**src/bocs_pkg.sv**
```systemverilog
package bocs_pkg;

  localparam int unsigned CTX_SAMPLES       = 1024;
  localparam int unsigned MAX_BLOCK_SAMPLES = 16384;

  localparam int unsigned SMP_W  = 24;
  localparam int unsigned LEN_W  = 15;
  localparam int unsigned IDX_W  = (CTX_SAMPLES > 1) ? $clog2(CTX_SAMPLES) : 1;
  localparam int unsigned FADE_W = $clog2(CTX_SAMPLES + 1);
  localparam int unsigned POS_W  = (MAX_BLOCK_SAMPLES > 1) ? $clog2(MAX_BLOCK_SAMPLES) : 1;
  localparam int unsigned WS_W   = 17;
  localparam int unsigned W_W    = 16;
  localparam int unsigned PROD_W = W_W + SMP_W + 2;

  localparam logic [WS_W-1:0]   ONE_Q16 = WS_W'(65536);
  localparam logic [PROD_W-1:0] HALF_LSB = PROD_W'(32768);

  typedef enum logic [2:0] {
    ST_IDLE,
    ST_DIV_GO,
    ST_DIV_WAIT,
    ST_READ,
    ST_MUL,
    ST_FIN,
    ST_OUT
  } state_e;

  typedef struct packed {
    logic accept;
    logic div_start;
    logic rd_en;
    logic mul_en;
    logic fin_en;
  } cmd_t;

  typedef struct packed {
    logic new_block;
    logic div_done;
  } status_t;

endpackage

```
**src/bocs_ctrl.sv**
```systemverilog
module bocs_ctrl (
  input  logic               clk_i,
  input  logic               rst_ni,
  input  logic               in_valid_i,
  output logic               in_ready_o,
  output logic               out_valid_o,
  input  logic               out_ready_i,
  input  bocs_pkg::status_t  status_i,
  output bocs_pkg::cmd_t     cmd_o
);

  bocs_pkg::state_e state_q, state_d;

  always_comb begin
    state_d = state_q;
    unique case (state_q)
      bocs_pkg::ST_IDLE: begin
        if (in_valid_i) begin
          state_d = status_i.new_block ? bocs_pkg::ST_DIV_GO : bocs_pkg::ST_READ;
        end
      end
      bocs_pkg::ST_DIV_GO:   state_d = bocs_pkg::ST_DIV_WAIT;
      bocs_pkg::ST_DIV_WAIT: begin
        if (status_i.div_done) begin
          state_d = bocs_pkg::ST_READ;
        end
      end
      bocs_pkg::ST_READ: state_d = bocs_pkg::ST_MUL;
      bocs_pkg::ST_MUL:  state_d = bocs_pkg::ST_FIN;
      bocs_pkg::ST_FIN:  state_d = bocs_pkg::ST_OUT;
      bocs_pkg::ST_OUT: begin
        if (out_ready_i) begin
          state_d = bocs_pkg::ST_IDLE;
        end
      end
      default: state_d = bocs_pkg::ST_IDLE;
    endcase
  end

  always_comb begin
    cmd_o       = '0;
    in_ready_o  = 1'b0;
    out_valid_o = 1'b0;
    unique case (state_q)
      bocs_pkg::ST_IDLE: begin
        in_ready_o   = 1'b1;
        cmd_o.accept = in_valid_i;
      end
      bocs_pkg::ST_DIV_GO:   cmd_o.div_start = 1'b1;
      bocs_pkg::ST_DIV_WAIT: ;
      bocs_pkg::ST_READ:     cmd_o.rd_en  = 1'b1;
      bocs_pkg::ST_MUL:      cmd_o.mul_en = 1'b1;
      bocs_pkg::ST_FIN:      cmd_o.fin_en = 1'b1;
      bocs_pkg::ST_OUT:      out_valid_o  = 1'b1;
      default: ;
    endcase
  end

  always_ff @(posedge clk_i or negedge rst_ni) begin
    if (!rst_ni) begin
      state_q <= bocs_pkg::ST_IDLE;
    end else begin
      state_q <= state_d;
    end
  end

endmodule

```
**config.mk**
```make
export PLATFORM = sky130hd
export DESIGN_NAME = bocs_ctrl
export DESIGN_NICKNAME = d
export VERILOG_FILES = /design/src/bocs_pkg.sv /design/src/bocs_ctrl.sv
export SDC_FILE = /design/constraint.sdc
export NUM_CORES = 1
export LEC_CHECK = 0
export ABC_AREA = 1
export BUFFER_PORTS_ARGS = -buffer_cell sky130_fd_sc_hd__buf_4
export CAP_MARGIN = 20
export CORE_AREA = 2 2 39 41
export DETAILED_ROUTE_END_ITERATION = 10
export DIE_AREA = 0 0 41 43
export HOLD_SLACK_MARGIN = 0.03
export SLEW_MARGIN = 30
export SYNTH_ARGS = -nofsm -noshare
export SYNTH_HDL_FRONTEND = slang
export SYNTH_SLANG_ARGS = --single-unit
```
**constraint.sdc**
```tcl
create_clock -name clk_i -period 1.09 [get_ports clk_i]
set_clock_uncertainty 0.1 [all_clocks]
set_input_delay 0.218 -clock clk_i [delete_from_list [all_inputs] [get_ports clk_i]]
set_output_delay 0.218 -clock clk_i [all_outputs]
set_load 0.05 [all_outputs]
```
==> results of run 1 <==
-- cells in the mapped netlist --
| cell type | n |
|---|---|
| and3_1 | 1 |
| dfrtp_1 | 3 |
| inv_1 | 7 |
| nand2_1 | 8 |
| nand2_2 | 3 |
| nand3_1 | 2 |
| nand3_2 | 1 |
| nand3b_1 | 1 |
| nor2_1 | 2 |
| nor2_2 | 1 |
| nor2_4 | 1 |
| nor3_1 | 2 |
| o211ai_1 | 1 |
-- what timing repair did --
item / 4_1_cts / 5_1_grt
setup endpoints to repair: 10 / 10
buffers inserted: 1 / 4
resized for setup: 14 / 9
endpoints found under the hold margin: 3 / 0
pin swaps: 2 / 5
hold buffers: 1 / 0
-- layer usage --
metal,global-route usage (%),wire [microns],vias to the layer above
li1,-,-,162
met1,11.1,293,140
met2,15.6,384,6
met3,4.71,22,0
met4,4.00,0,0
met5,0,0,-
-- cell type report --
cell class,instances,area (sq um)
clock buffers,4,26.3
fillers,139,763
inverters,7,38.8
multi-input cells,23,210
flip-flops and latches,3,78.8
well taps,16,20.0
repair buffers,26,246
-- power by group --
part	internal (uW)	switching (uW)
clock network	137	53.0
logic	768	860
registers	180	150
-- kinds of logic after synthesis --
group                  share of synthesized area, %
AOI/OAI and AO/OA                              3.32
buffers and inverters                          11.6
DFF                                            33.1
and+or+nand+nor                                51.9
-- through the flow --
stage | utilization [%] | hold slack [ns] | total power [uW] | std cells | setup TNS, ns
2_1_floorplan | - | -0.178 | 1110 | 33 | -1.70
3_3_place_gp | 33.6 | -0.0911 | 1570 | 70 | -1.27
3_5_place_dp | 33.6 | -0.0900 | 1570 | 70 | -1.35
4_1_cts | 40.5 | 0.205 | 1980 | 76 | -2.90
5_1_grt | 44.8 | 0.220 | 2290 | 79 | -3.54
6_report | 44.8 | 0.213 | 2150 | 79 | -3.03
-- worst max-delay path by stage --
| stage | start | to | cells after the start |
|---|---|---|---|
| 4_1_cts | state_q[2]$_DFFE_PN0P_ | cmd_o[2] | 4 |
| 6_report | state_q[0]$_DFFE_PN0P_ | out_valid_o | 3 |
| 3_5_place_dp | state_q[0]$_DFFE_PN0P_ | cmd_o[0] | 3 |
| 3_3_place_gp | state_q[0]$_DFFE_PN0P_ | cmd_o[0] | 3 |
| 2_1_floorplan | state_q[1]$_DFFE_PN0P_ | cmd_o[4] | 3 |
| 5_1_grt | state_q[1]$_DFFE_PN0P_ | cmd_o[4] | 4 |
-- critical path: cells and delay by family, from the launching register on --
family | cells | cell delay (ns)
buffers and inverters | 2 | 0.33
and+or+nand+nor | 1 | 0.11
DFF | 1 | 0.49
==> flow_summary.yaml, run 1 <==
status:
  outcome: "complete, but fails checks"
  violations: "negative setup slack"
detailed_routing:
  first_pass_iters: 2
  wl_per_cell_microns: 8.85
  num_vias: 308
  routed_via_density: 3.90
  drt_wl_total_microns: 699
  detail-route-antenna-nets: 0
  drt-initial-drc-count: 1
  drc: 0
worst_setup_path:
  rr_worst_depth: 7
  critPathKind: "reg2out"
  slowest_stage: "dfrtp_2"
  worstPathCellList: "buf_4 > nor2_4 > buf_8"
  startpoint_type: "flip-flop"
  required_ns: 0.77
  r2r_start: "state_q[1]$_DFFE_PN0P_"
  arrival_ns: 1.16
  crit_path_end_kind: "output port"
  cpPeakStageDelay_ns: 0.49
  r2r_slack_ns: -0.25
  reg2reg_to: "state_q[0]$_DFFE_PN0P_"
  path_max_fanout: 7
place:
  pre_cts_ws_ns: -0.219
  portBuffers: 12
  dpl_cell_area_sq_um: 465
  dp_hpwl_microns: 528
  gp_congestion: 0.675
clock_tree:
  clkSinkCount: 3
  cts_buffer_depth: 2
  tritoncts: "yes"
  cts_root_buffer: "clkbuf_4"
  cts_made_buffers: 3
  clk_latency_ns: 0.23
  htreeDepth: 1
  clk_pin_slew_ns: 0.04
final_layout:
  syn2layout_area_growth_pct: 174
  n_antenna_cell: 0
  fin_nets: 70
  final_cell_mix: "buf_4, nand2_1, buf_6"
  final_area_sq_um: 621
  top_regs: "state_q: 3 flops"
  drive_gt1_share_pct: 79.4
  top_register: "state_q"
  largest_reg_flops: 3
  mostFrequentLayoutCell: "buf_4"
yosys:
  ys_seq_elements: 3
  synth_top_area_share_pct: 33.1
  syn_nets: 39
  yosysWarnings: 0
  yosys-top-cells-area: "dfrtp_1, nand2_1, inv_1"
  synthesis.area_sq_um: 226
  yosys.area.top_type: "dfrtp_1"
  postSynthAreaPerCell_sq_um: 6.86
  synth.distinct_cells: 13
  syn_inst: 33
  ys_seq_area_share_pct: 33.1
sta:
  fin_crit_sh_pct: 136
  fmax_mhz: 675
  final-setup-viol-count: 10
  relSlewSlack_pct: 82.7
  final_hold_viol_count: 0
  rsz0062_at_grt: "yes"
  worst_slack_ns: -0.392
  worst_pin_slew_ns: 0.259
  slew_violations: 0
  min_period_ns: 1.48
floorplanning:
  initial_utilization_pct: 16.4
  die-area_sq_um: 1760
  dieHeight_microns: 43
  num_rows: 14
  die_w_microns: 41
  core_sq_um: 1380
  num_io_pins: 13
min_path:
  hold_path.class: "in2async"
global_routing:
  grt_max_degree: 8
  grt_overflow: 0
  grt_use_total_pct: 9.98
  grt_pass1_vias: 316
  antenna_found_initial: 0
  grt_pass1_wl_microns: 1170
power:
  p_leak_uw: 0.000291
  power.density_nw_per_um2: 3460
  ir_drop_mv: 1.15
flow_run:
  maxCapViolations: 0
No activity file was read; power rests on OpenSTA's default activity.
==> run 2, diff against run 1 <==
--- a/config.mk
+++ b/config.mk
@@ -5,7 +5,6 @@
 export SDC_FILE = /design/constraint.sdc
 export NUM_CORES = 1
 export LEC_CHECK = 0
-export ABC_AREA = 1
 export BUFFER_PORTS_ARGS = -buffer_cell sky130_fd_sc_hd__buf_4
 export CAP_MARGIN = 20
 export CORE_AREA = 2 2 39 41
==> flow_summary.yaml, run 2 <==
worst_setup_path:
  arrival_ns: 1.21
  startpoint_type: "flip-flop"
  crit_path_end_kind: "output port"
  r2r_slack_ns: -0.24
  crit_end: "out_valid_o"
  rr_worst_depth: 3
  critPathKind: "reg2out"
  path_max_fanout: 6
  startpoint: "state_q[1]$_DFFE_PN0P_"
  required_ns: 0.77
  r2r_start: "state_q[2]$_DFFE_PN0P_"
  reg2reg_to: "state_q[1]$_DFFE_PN0P_"
detailed_routing:
  wl_per_cell_microns: 9.16
  drt_wl_total_microns: 568
  routed_via_density: 3.85
  detail-route-antenna-nets: 0
  first_pass_iters: 1
  drc: 0
  drt-initial-drc-count: 0
  num_vias: 239
sta:
  fmax_mhz: 656
  worst_slack_ns: -0.434
  slew_violations: 0
  relSlewSlack_pct: 88.0
  min_period_ns: 1.52
  final-setup-viol-count: 10
  rsz0062_at_grt: "yes"
  fin_crit_sh_pct: 140
  final_hold_viol_count: 0
  worst_pin_slew_ns: 0.179
  setup_tns_ns: -3.37
yosys:
  synth_top_family_by_area: "simple AND/OR/NAND/NOR gates"
  ys_seq_area_share_pct: 36.1
  postSynthAreaPerCell_sq_um: 9.03
  synth_most_common_cell: "dfrtp_1"
  synth-xor-area-share_pct: 0
  synth.distinct_cells: 18
  synth_mux_area_share_pct: 0
  syn_nets: 29
  syn_inst: 23
  synth_compound_area_share_pct: 16.9
  synthArstFlopShare_pct: 100
  yosys.area.top_type: "dfrtp_1"
  synth_edf_count: 0
  synthTopCellsByCount: "dfrtp_1, a21o_1, and3b_1, nor2_1"
  synthSimpleGateAreaFrac_pct: 38.6
  yosys-top-cells-area: "dfrtp_1, and3b_1, a21o_1"
  ys.flop_type: "dfrtp_1"
  synthesis.area_sq_um: 208
  yosysWarnings: 0
  ys_seq_elements: 3
  synth_top_area_share_pct: 36.1
  synth_adder_area_share_pct: 0
power:
  power.share.clock_pct: 11.4
  sw_frac_of_total_pct: 44.1
  seqPwrFrac_pct: 18.5
  switching_power_uw: 751
  combPwrFrac_pct: 70.1
  p_leak_uw: 0.000238
  power.density_nw_per_um2: 3340
  p_int_uw: 953
  power_uw: 1700
  ir_drop_mv: 1.00
clock_tree:
  cts_made_buffers: 3
  tritoncts: "yes"
  htreeDepth: 1
  cts_root_buffer: "clkbuf_4"
  clkSinkCount: 3
  clk_latency_ns: 0.23
  cts_buffer_depth: 2
  clk_pin_slew_ns: 0.04
final_layout:
  final_area_sq_um: 510
  syn2layout_area_growth_pct: 146
  n_antenna_cell: 0
  drive_gt1_share_pct: 78.3
  top_regs: "state_q: 3 flops"
  multi_input_area_sq_um: 150
  fin_nets: 53
  n_fill_cell: 142
  final_cells: 62
  largest_reg_flops: 3
  regArea_sq_um: 78.8
  final_cell_mix: "buf_4, buf_6, buf_8"
  top_register: "state_q"
global_routing:
  grt_pass1_wl_microns: 993
  grt_use_total_pct: 8.27
  grt_overflow: 0
  grt_max_degree: 10
  antenna_found_initial: 0
  grt_pass1_vias: 255
place:
  placed_cells: 52
  portBuffers: 12
  gp_congestion: 0.713
  dpl_cell_area_sq_um: 354
  pre_cts_ws_ns: -0.266
  dp_hpwl_microns: 369
floorplanning:
  dieHeight_microns: 43
  core_sq_um: 1380
  num_io_pins: 13
  die_w_microns: 41
  die-area_sq_um: 1760
  initial_utilization_pct: 15.0
  num_rows: 14
min_path:
  hold_path.class: "in2reg"
status:
  outcome: "complete, but fails checks"
  violations: "negative setup slack"
flow_run:
  maxCapViolations: 0
==> run 2: critical path, cell delays in order (launching register included) <==
cell     delay [ns]
dfrtp_2        0.45
buf_4          0.17
and3b_2        0.21
buf_6          0.15
==> run 2: area by class of cell <==
class                           count  area share [%]
Clock buffer                        4            5.15
Tap cell                           16            3.92
Sequential cell                     3            15.4
Timing Repair Buffer               22            46.1
Multi-Input combinational cell     17            29.4
==> run 2: kinds of logic after synthesis <==
| kind of cell | Yosys count |
|---|---|
| AO/OA/AOI/OAI | 5 |
| buffers and inverters | 3 |
| flip-flops | 3 |
| AND/OR/NAND/NOR | 12 |
==> run 2: worst min-delay path by stage <==
stage                     slack [ns]  cells past startpoint        start                      to
final                           0.16                      3  status_i[0]  state_q[0]$_DFFE_PN0P_
after global routing            0.17                      3  status_i[1]  state_q[1]$_DFFE_PN0P_
after CTS                       0.16                      3  status_i[0]  state_q[0]$_DFFE_PN0P_
after detailed placement       -0.09                      1       rst_ni  state_q[2]$_DFFE_PN0P_
after global placement         -0.09                      1       rst_ni  state_q[0]$_DFFE_PN0P_
after floorplan                -0.18                      0       rst_ni  state_q[0]$_DFFE_PN0P_
==> run 2: power by group through the flow <==
stage	sequential, uW	combinational, uW	clock, uW
after CTS	325	1050	200
after floorplan	185	748	0
final	316	1190	194
after global placement	312	808	0
after detailed placement	316	810	0
after global routing	331	1260	217
==> run 2: stage by stage <==
stage	hold WS (ns)	util (%)
after CTS	0.162	34.0
after global placement	-0.0914	25.6
after global routing	0.166	36.9
final	0.164	36.9
after floorplan	-0.178	-
after detailed placement	-0.0914	25.6
==> run 2: metal layers <==
metal  routed length [microns]  global-route usage (%)  vias up
li1                          -                       -      126
met1                       222                    10.1      108
met2                       323                    12.2        5
met3                        21                    3.14        0
met4                         0                    4.00        0
met5                         0                       0        -
==> run 2: timing repair <==
item	CTS	global route
endpoints found under the hold margin	3	0
resized for setup	17	7
buffers inserted	3	2
pin swaps	2	1
hold buffers	1	0
endpoints found under the setup margin	10	10
